===== config.mk =====
export PLATFORM = sky130hd
export DESIGN_NAME = double_ended_queue_flat
export DESIGN_NICKNAME = d
export VERILOG_FILES = /design/src/rtl/dq_pkg.sv /design/src/rtl/dq_if.sv /design/src/rtl/double_ended_queue.sv /design/src/rtl/dq_ram.sv /design/src/rtl/dq_ctrl.sv /design/src/rtl/dq_dp.sv /design/src/flat_wrapper.sv
export SDC_FILE = /design/constraint.sdc
export NUM_CORES = 1
export LEC_CHECK = 0
export ABC_CLOCK_PERIOD_IN_PS = 5300
export BUFFER_PORTS_ARGS = -buffer_cell sky130_fd_sc_hd__buf_2
export CELL_PAD_IN_SITES_DETAIL_PLACEMENT = 0
export CELL_PAD_IN_SITES_GLOBAL_PLACEMENT = 2
export CORE_ASPECT_RATIO = 0.7
export CORE_MARGIN = 3
export CORE_UTILIZATION = 49
export CTS_CLUSTER_DIAMETER = 30
export DETAILED_ROUTE_END_ITERATION = 10
export GPL_TIMING_DRIVEN = 0
export PLACE_DENSITY = 0.84
export REMOVE_ABC_BUFFERS = 1
export SETUP_SLACK_MARGIN = 0.2
export SLEW_MARGIN = 20
export SYNTH_ARGS = -nofsm -noshare
export SYNTH_HDL_FRONTEND = slang
export SYNTH_HIERARCHICAL = 1
export SYNTH_SLANG_ARGS = --single-unit

===== constraint.sdc =====
create_clock -name clk_i -period 5.3 [get_ports clk_i]
set_input_delay 0.265 -clock clk_i [delete_from_list [all_inputs] [get_ports clk_i]]
set_output_delay 0.265 -clock clk_i [all_outputs]
set_load 0.01 [all_outputs]

===== src/rtl/dq_pkg.sv =====
// ----------------------------------------------------------------------------
// dq_pkg
// shared types, codes and widths of the double-ended queue
// ----------------------------------------------------------------------------
package dq_pkg;

  localparam int unsigned CMD_W         = 2;
  localparam int unsigned WORD_W        = 32;
  localparam int unsigned STATUS_W      = 2;
  localparam int unsigned FILL_W        = 5;
  localparam int unsigned DEFAULT_DEPTH = 16;

  typedef enum logic [CMD_W-1:0] {
    CMD_PUSH_FRONT = 2'd0,
    CMD_POP_FRONT  = 2'd1,
    CMD_PUSH_REAR  = 2'd2,
    CMD_POP_REAR   = 2'd3
  } cmd_e;

  typedef enum logic [STATUS_W-1:0] {
    ST_DONE      = 2'd0,
    ST_OVERFLOW  = 2'd1,
    ST_UNDERFLOW = 2'd2
  } status_e;

  // controller to datapath
  typedef struct packed {
    logic wr;        // accepted push that fits
    logic rd;        // accepted pop with data present
    logic load_now;  // result known at accept
    logic load_rd;   // result from the read data
  } dq_cmd_t;

  // datapath to controller
  typedef struct packed {
    logic full;
    logic empty;
  } dq_stat_t;

endpackage


===== src/rtl/dq_if.sv =====
// ----------------------------------------------------------------------------
// dq_in_if / dq_out_if
// valid/ready channels carrying queue operations and their results
// ----------------------------------------------------------------------------
interface dq_in_if;
  logic                             valid;
  logic                             ready;
  logic        [dq_pkg::CMD_W-1:0]  command;
  logic signed [dq_pkg::WORD_W-1:0] value;

  modport source (output valid, output command, output value, input ready);
  modport sink   (input valid, input command, input value, output ready);
endinterface

interface dq_out_if;
  logic                               valid;
  logic                               ready;
  logic        [dq_pkg::STATUS_W-1:0] status;
  logic signed [dq_pkg::WORD_W-1:0]   popped_word;
  logic        [dq_pkg::FILL_W-1:0]   fill_count;

  modport source (output valid, output status, output popped_word, output fill_count,
                  input ready);
  modport sink   (input valid, input status, input popped_word, input fill_count,
                  output ready);
endinterface


===== src/rtl/double_ended_queue.sv =====
// ----------------------------------------------------------------------------
// double_ended_queue
// bounded double-ended queue of signed 32-bit words in a circular buffer
// ----------------------------------------------------------------------------
// Each transaction on in_i carries a command (push front, pop front, push
// rear, pop rear) and a value; each gives exactly one result on out_o with
// status, popped word and fill count. Words sit in a DEPTH-entry RAM with a
// registered read port. For a push, or any operation that overflows or
// underflows, the result is registered at the accepting edge, so one such
// transaction per cycle is sustained while out_o is drained. A successful pop
// reads the RAM at the accepting edge and the read data is loaded into the
// result register from S_READ; no new transaction is taken until S_IDLE. A
// new transaction is taken while a result is pending if out_o is being
// drained in the same cycle. fill_count shows the low 5 bits of the count.
// ----------------------------------------------------------------------------
module double_ended_queue #(
  parameter int unsigned DEPTH = dq_pkg::DEFAULT_DEPTH
) (
  input  logic    clk_i,
  input  logic    rst_ni,
  dq_in_if.sink   in_i,
  dq_out_if.source out_o
);
  import dq_pkg::*;

  dq_cmd_t  cmd;
  dq_stat_t stat;

  dq_ctrl u_ctrl (
    .clk_i       (clk_i),
    .rst_ni      (rst_ni),
    .in_valid_i  (in_i.valid),
    .command_i   (in_i.command),
    .in_ready_o  (in_i.ready),
    .out_valid_o (out_o.valid),
    .out_ready_i (out_o.ready),
    .stat_i      (stat),
    .cmd_o       (cmd)
  );

  dq_dp #(
    .DEPTH (DEPTH)
  ) u_dp (
    .clk_i         (clk_i),
    .rst_ni        (rst_ni),
    .command_i     (in_i.command),
    .value_i       (in_i.value),
    .cmd_i         (cmd),
    .stat_o        (stat),
    .status_o      (out_o.status),
    .popped_word_o (out_o.popped_word),
    .fill_count_o  (out_o.fill_count)
  );

endmodule


===== src/rtl/dq_ram.sv =====
// ----------------------------------------------------------------------------
// dq_ram
// generic single-write, single-read memory with registered read data
// ----------------------------------------------------------------------------
module dq_ram #(
  parameter int unsigned WIDTH = 32,
  parameter int unsigned DEPTH = 16
) (
  input  logic                     clk_i,
  input  logic                     we_i,
  input  logic [$clog2(DEPTH)-1:0] waddr_i,
  input  logic [WIDTH-1:0]         wdata_i,
  input  logic                     re_i,
  input  logic [$clog2(DEPTH)-1:0] raddr_i,
  output logic [WIDTH-1:0]         rdata_o
);

  logic [WIDTH-1:0] mem_q [DEPTH];
  logic [WIDTH-1:0] rdata_q;

  always_ff @(posedge clk_i) begin
    if (we_i) begin
      mem_q[waddr_i] <= wdata_i;
    end
    if (re_i) begin
      rdata_q <= mem_q[raddr_i];
    end
  end

  assign rdata_o = rdata_q;

endmodule


===== src/rtl/dq_ctrl.sv =====
// ----------------------------------------------------------------------------
// dq_ctrl
// handshake control: accepts operations, sequences pop reads, owns result valid
// ----------------------------------------------------------------------------
module dq_ctrl (
  input  logic                 clk_i,
  input  logic                 rst_ni,
  input  logic                 in_valid_i,
  input  logic [dq_pkg::CMD_W-1:0] command_i,
  output logic                 in_ready_o,
  output logic                 out_valid_o,
  input  logic                 out_ready_i,
  input  dq_pkg::dq_stat_t     stat_i,
  output dq_pkg::dq_cmd_t      cmd_o
);
  import dq_pkg::*;

  typedef enum logic {
    S_IDLE,
    S_READ
  } state_e;

  state_e state_q;
  logic   out_valid_q;
  logic   accept;
  logic   is_push;
  logic   pop_ok;

  assign in_ready_o = (state_q == S_IDLE) && (!out_valid_q || out_ready_i);
  assign accept     = in_valid_i && in_ready_o;
  assign is_push    = (cmd_e'(command_i) == CMD_PUSH_FRONT) ||
                      (cmd_e'(command_i) == CMD_PUSH_REAR);
  assign pop_ok     = !is_push && !stat_i.empty;

  assign cmd_o.wr       = accept && is_push && !stat_i.full;
  assign cmd_o.rd       = accept && pop_ok;
  assign cmd_o.load_now = accept && !pop_ok;
  assign cmd_o.load_rd  = (state_q == S_READ);

  always_ff @(posedge clk_i or negedge rst_ni) begin
    if (!rst_ni) begin
      state_q     <= S_IDLE;
      out_valid_q <= 1'b0;
    end else begin
      unique case (state_q)
        S_IDLE: begin
          if (accept && pop_ok) begin
            state_q <= S_READ;
          end
          if (accept && !pop_ok) begin
            out_valid_q <= 1'b1;
          end else if (out_valid_q && out_ready_i) begin
            out_valid_q <= 1'b0;
          end
        end
        S_READ: begin
          state_q     <= S_IDLE;
          out_valid_q <= 1'b1;
        end
        default: begin
          state_q <= S_IDLE;
        end
      endcase
    end
  end

  assign out_valid_o = out_valid_q;

endmodule


===== src/rtl/dq_dp.sv =====
// ----------------------------------------------------------------------------
// dq_dp
// pointers, fill count, word store and result register of the queue
// ----------------------------------------------------------------------------
module dq_dp #(
  parameter int unsigned DEPTH = dq_pkg::DEFAULT_DEPTH
) (
  input  logic                               clk_i,
  input  logic                               rst_ni,
  input  logic        [dq_pkg::CMD_W-1:0]    command_i,
  input  logic signed [dq_pkg::WORD_W-1:0]   value_i,
  input  dq_pkg::dq_cmd_t                    cmd_i,
  output dq_pkg::dq_stat_t                   stat_o,
  output logic        [dq_pkg::STATUS_W-1:0] status_o,
  output logic signed [dq_pkg::WORD_W-1:0]   popped_word_o,
  output logic        [dq_pkg::FILL_W-1:0]   fill_count_o
);
  import dq_pkg::*;

  localparam int unsigned PW = $clog2(DEPTH);
  localparam int unsigned CW = $clog2(DEPTH + 1);

  logic [PW-1:0] head_q, head_d, tail_q, tail_d;
  logic [CW-1:0] count_q, count_d;
  logic [PW-1:0] head_up, head_dn, tail_up, tail_dn;
  logic          front;
  logic          is_push;
  logic [PW-1:0] waddr, raddr;
  logic [WORD_W-1:0] rdata;

  logic [STATUS_W-1:0]      status_q;
  logic signed [WORD_W-1:0] popped_q;
  logic [FILL_W-1:0]        fill_q;

  assign head_up = (head_q == PW'(DEPTH - 1)) ? '0 : head_q + PW'(1);
  assign head_dn = (head_q == '0) ? PW'(DEPTH - 1) : head_q - PW'(1);
  assign tail_up = (tail_q == PW'(DEPTH - 1)) ? '0 : tail_q + PW'(1);
  assign tail_dn = (tail_q == '0) ? PW'(DEPTH - 1) : tail_q - PW'(1);

  always_comb begin
    front   = 1'b0;
    is_push = 1'b0;
    unique case (cmd_e'(command_i))
      CMD_PUSH_FRONT: begin
        front   = 1'b1;
        is_push = 1'b1;
      end
      CMD_POP_FRONT: begin
        front = 1'b1;
      end
      CMD_PUSH_REAR: begin
        is_push = 1'b1;
      end
      CMD_POP_REAR: begin
        front = 1'b0;
      end
      default: begin
        front = 1'b0;
      end
    endcase
  end

  assign stat_o.full  = (count_q == CW'(DEPTH));
  assign stat_o.empty = (count_q == '0);

  assign waddr = front ? head_dn : tail_q;
  assign raddr = front ? head_q : tail_dn;

  always_comb begin
    head_d  = head_q;
    tail_d  = tail_q;
    count_d = count_q;
    if (cmd_i.wr) begin
      count_d = count_q + CW'(1);
      if (front) begin
        head_d = head_dn;
      end else begin
        tail_d = tail_up;
      end
    end else if (cmd_i.rd) begin
      count_d = count_q - CW'(1);
      if (front) begin
        head_d = head_up;
      end else begin
        tail_d = tail_dn;
      end
    end
  end

  always_ff @(posedge clk_i or negedge rst_ni) begin
    if (!rst_ni) begin
      head_q  <= '0;
      tail_q  <= '0;
      count_q <= '0;
    end else begin
      head_q  <= head_d;
      tail_q  <= tail_d;
      count_q <= count_d;
    end
  end

  dq_ram #(
    .WIDTH (WORD_W),
    .DEPTH (DEPTH)
  ) u_ram (
    .clk_i   (clk_i),
    .we_i    (cmd_i.wr),
    .waddr_i (waddr),
    .wdata_i (value_i),
    .re_i    (cmd_i.rd),
    .raddr_i (raddr),
    .rdata_o (rdata)
  );

  // result register, payload only
  always_ff @(posedge clk_i) begin
    if (cmd_i.load_now) begin
      if (cmd_i.wr) begin
        status_q <= ST_DONE;
      end else if (is_push) begin
        status_q <= ST_OVERFLOW;
      end else begin
        status_q <= ST_UNDERFLOW;
      end
      popped_q <= '0;
      fill_q   <= FILL_W'(count_d);
    end else if (cmd_i.load_rd) begin
      status_q <= ST_DONE;
      popped_q <= rdata;
      fill_q   <= FILL_W'(count_q);
    end
  end

  assign status_o      = status_q;
  assign popped_word_o = popped_q;
  assign fill_count_o  = fill_q;

endmodule


===== src/flat_wrapper.sv =====
// flat-port wrapper written by rule: the top's interface ports become plain ports
module double_ended_queue_flat import dq_pkg::*;
#(
  parameter int unsigned DEPTH = dq_pkg::DEFAULT_DEPTH
)
  (clk_i, rst_ni, in_i_valid, in_i_command, in_i_value, in_i_ready, out_o_valid, out_o_status, out_o_popped_word, out_o_fill_count, out_o_ready);
  dq_in_if in_i_i ();
  dq_out_if out_o_i ();
  input  logic clk_i;
  input  logic rst_ni;
  input wire logic [$bits(in_i_i.valid)-1:0] in_i_valid;
  input wire logic [$bits(in_i_i.command)-1:0] in_i_command;
  input wire logic [$bits(in_i_i.value)-1:0] in_i_value;
  output wire logic [$bits(in_i_i.ready)-1:0] in_i_ready;
  output wire logic [$bits(out_o_i.valid)-1:0] out_o_valid;
  output wire logic [$bits(out_o_i.status)-1:0] out_o_status;
  output wire logic [$bits(out_o_i.popped_word)-1:0] out_o_popped_word;
  output wire logic [$bits(out_o_i.fill_count)-1:0] out_o_fill_count;
  input wire logic [$bits(out_o_i.ready)-1:0] out_o_ready;
  assign in_i_i.valid = in_i_valid;
  assign in_i_i.command = in_i_command;
  assign in_i_i.value = in_i_value;
  assign in_i_ready = in_i_i.ready;
  assign out_o_valid = out_o_i.valid;
  assign out_o_status = out_o_i.status;
  assign out_o_popped_word = out_o_i.popped_word;
  assign out_o_fill_count = out_o_i.fill_count;
  assign out_o_i.ready = out_o_ready;
  double_ended_queue #(.DEPTH(DEPTH)) u_core (.clk_i(clk_i), .rst_ni(rst_ni), .in_i(in_i_i), .out_o(out_o_i));
endmodule

==> results_dict.tcl <==
set metrics [dict create \
    period_minus_slack_ns 4.19 \
    fin_nets 1338 \
    layout-drive-gt1-share_pct 36.1 \
    whs_ns 0.0214 \
    numCtsBuffers 93 \
    place_area_sq_um 25400 \
    max_stage_delay_ns 0.68 \
    grt_setup_unrepaired "no" \
    leakage_nw 9.75 \
    htree_num_levels 3 \
    cts_resized 0 \
    clock_latency_ns 0.62 \
    hold_class "primary input to flip-flop" \
    slew_headroom_pct 20.1 \
    grt_pass1_vias 12400 \
    critPathBufInv 6 \
    port-buffer-count 78 \
    critPathArrivalTime_ns 4.49 \
    antenna_found_initial 4 \
    power_density_nw_per_um2 562 \
    crit_chain "inv_1 -> ha_1 -> or3b_4 -> nor2_1 -> nor4_2 -> buf_4 -> or3b_2 -> nor3_2 -> buf_4 -> buf_6 -> buf_6 -> buf_4" \
    drv_slew 0 \
    status "completed" \
    synth_seq_cells 598 \
    cts_sinks 598 \
    cts_tree "done" \
    synth_top_area_share_pct 72.6 \
    synth_top_flop_cell "edfxtp_1" \
    place_hpwl_mm 31.4 \
    tightestPinTransition_ns 1.19 \
    cp_common_cell "buf_4" \
    route.final.wire_length_mm 52.7 \
    drv_cap 0 \
    required_ns 5.60 \
    num_rows 65 \
    grt_overflow 0 \
    hold_depth 1 \
    vdd_drop_max_mv 0.274 \
    synthArstFlopShare_pct 2.51 \
    cp-start-kind "flip-flop" \
    io_pins 79 \
    vias 11700 \
    r2r_slack_ns 1.11 \
    routedWlPerCell_um 26.6 \
    synth_cell_types 59 \
    total_power_mw 16.1 \
    path_clk_slew_ns 0.06 \
    slowest_stage "nor4_2" \
    final_hold_viol_count 0 \
    syn_area_per_cell_sq_um 20.9 \
    crit_path_end_kind "flip-flop" \
    grt_max_degree 21 \
    timing.final.crit_share_pct 79.1 \
    synthCells 1093 \
    first_iter_violations 1214 \
    synth-edff-count 551 \
    ff2ff_path_depth 12 \
    clock-root-buffer "clkbuf_16" \
    cts_setup_buffers 0 \
    gp_congestion 0.720 \
    start_util_pct 50.1 \
    grt_first_pass_wirelength_mm 79.6 \
    yosysWarnings 6 \
    via_per_inst 5.91 \
    worstSetupPathDepth 12 \
    yosysTopAreaCell "edfxtp_1" \
    ys_seq_area_share_pct 77.1 \
    max_freq_ghz 0.239 \
    final-setup-viol-count 0 \
    critical_path_peak_fanout 8 \
    ctsHoldBuffers 4 \
    dr.pass1.iters 5 \
    netlist_area_sq_um 22800 \
    crit_family "simple AND/OR/NAND/NOR gates" \
    die_y_um 186 \
    final_area_sq_um 28700 \
    ant_nets 0 \
    route.detailed.drc 0 \
    core-area_sq_um 45500 \
    synth_area_leaders "edfxtp_1 (73%), mux4_2 (13%), dfxtp_1 (2.8%)" \
    critPathKind "flip-flop to flip-flop" \
    skew_ns 0.0187 \
    grtUsageTotal_pct 21.7 \
    die_area_sq_um 49200 \
    syn2layout_area_growth_pct 26.0 \
    clk_path_buf_depth 3 \
    die_w_um 264 \
]
## cell usage after synthesis, types with 4 or more instances
cell      number
inv_1          9
xnor2_1        9
mux4_2       128
nor3_1         6
nand4_1        4
edfxtp_1     551
dfxtp_1       32
ha_1           6
dfrtp_1       15
nor2_1        55
buf_1         11
nand2b_1       4
nand2_1       42
mux2i_1       35
clkbuf_1      20
buf_4         12
nand3_1        4
o21ai_0       10
buf_2         14
a22oi_1       66
a21oi_1        6
## placed cells by master (no fill, tap or decap), drive strengths merged, types with 7 or more instances in the layout
master	instances
buf	162
bufinv	13
dfxtp	32
dfrtp	15
a22oi	66
nand2b	7
xnor2	10
o21ai	13
mux2i	35
nand2	43
clkinv	27
edfxtp	551
clkinvlp	11
mux4	128
nor2	55
inv	25
clkbuf	109
## power breakdown
part	total (mW)	internal [mW]	switching, mW
Sequential	5.81	5.60	0.208
Combinational	4.03	1.98	2.04
Clock	6.29	4.01	2.28
## worst paths after layout
| path | start | to |
|---|---|---|
| setup / recovery | u_core/u_dp/count_q[0]$_DFF_PN0_ | u_core/u_dp/u_ram/mem_q[0][9]$_DFFE_PP_ |
| hold / removal | in_i_value[26] | u_core/u_dp/u_ram/mem_q[13][26]$_DFFE_PP_ |
| setup reg to reg | u_core/u_dp/count_q[0]$_DFF_PN0_ | u_core/u_dp/u_ram/mem_q[0][9]$_DFFE_PP_ |
| hold reg to reg | u_core/u_dp/u_ram/rdata_o[10]$_DFFE_PP_ | u_core/u_dp/popped_word_o[10]$_SDFFE_PP0P_ |
| max in group asynchronous | rst_ni | u_core/u_ctrl/state_q$_DFF_PN0_ |
| min in group asynchronous | rst_ni | u_core/u_dp/head_q[1]$_DFFE_PN0P_ |
## per-layer routing
layer | GRT usage (%) | up-vias | routed length, um
met5 | 0 | - | 20
met4 | 7.46 | 2 | 1520
met3 | 4.72 | 107 | 3670
met2 | 35.7 | 490 | 26500
met1 | 29.2 | 6127 | 20900
li1 | - | 4960 | -
## cell families (layout without fill, tap and decap cells)
group | Yosys count | after routing | synth area share, %
flops | 598 | 598 | 77.1
mux | 166 | 166 | 14.4
simple gates | 139 | 139 | 2.94
compound gates | 100 | 100 | 3.22
buf+inv | 71 | 351 | 1.54
xor+xnor | 13 | 13 | 0.533
fa+ha+maj | 6 | 6 | 0.329
other cells | 0 | 3 | 0
## registers in the layout, indices dropped and copies added, names as in the netlist
name	count
u_core/u_dp/tail_q	4
u_core/u_dp/count_q	5
u_core/u_ctrl/state_q	1
u_core/u_dp/u_ram/rdata_o	32
u_core/u_ctrl/out_valid_o	1
u_core/u_dp/head_q	4
u_core/u_dp/fill_count_o	5
u_core/u_dp/u_ram/mem_q	512
u_core/u_dp/popped_word_o	32
u_core/u_dp/status_o	2
## cell type report
type | instances | area (sq um)
sequential | 598 | 17600
multi-input combinational | 424 | 5050
timing repair buffer | 166 | 1980
inverter | 11 | 41.3
fill | 2957 | 16800
antenna | 3 | 7.51
clock buffer | 109 | 2450
tap | 603 | 754
clock inverter | 65 | 852
## metrics by stage
stage               setup WS (ns)  util (%)  instances  setup TNS [ns]
detailed placement           1.22      55.8       1798               0
floorplan                   -8.66         -       1033         -393.58
global route                0.928      63.1       1978               0
finish                       1.11      63.1       1979               0
CTS                          1.15      63.1       1976               0
global placement           -14.47      52.0       1714        -2743.65
No activity file was read; power rests on OpenSTA's default activity.
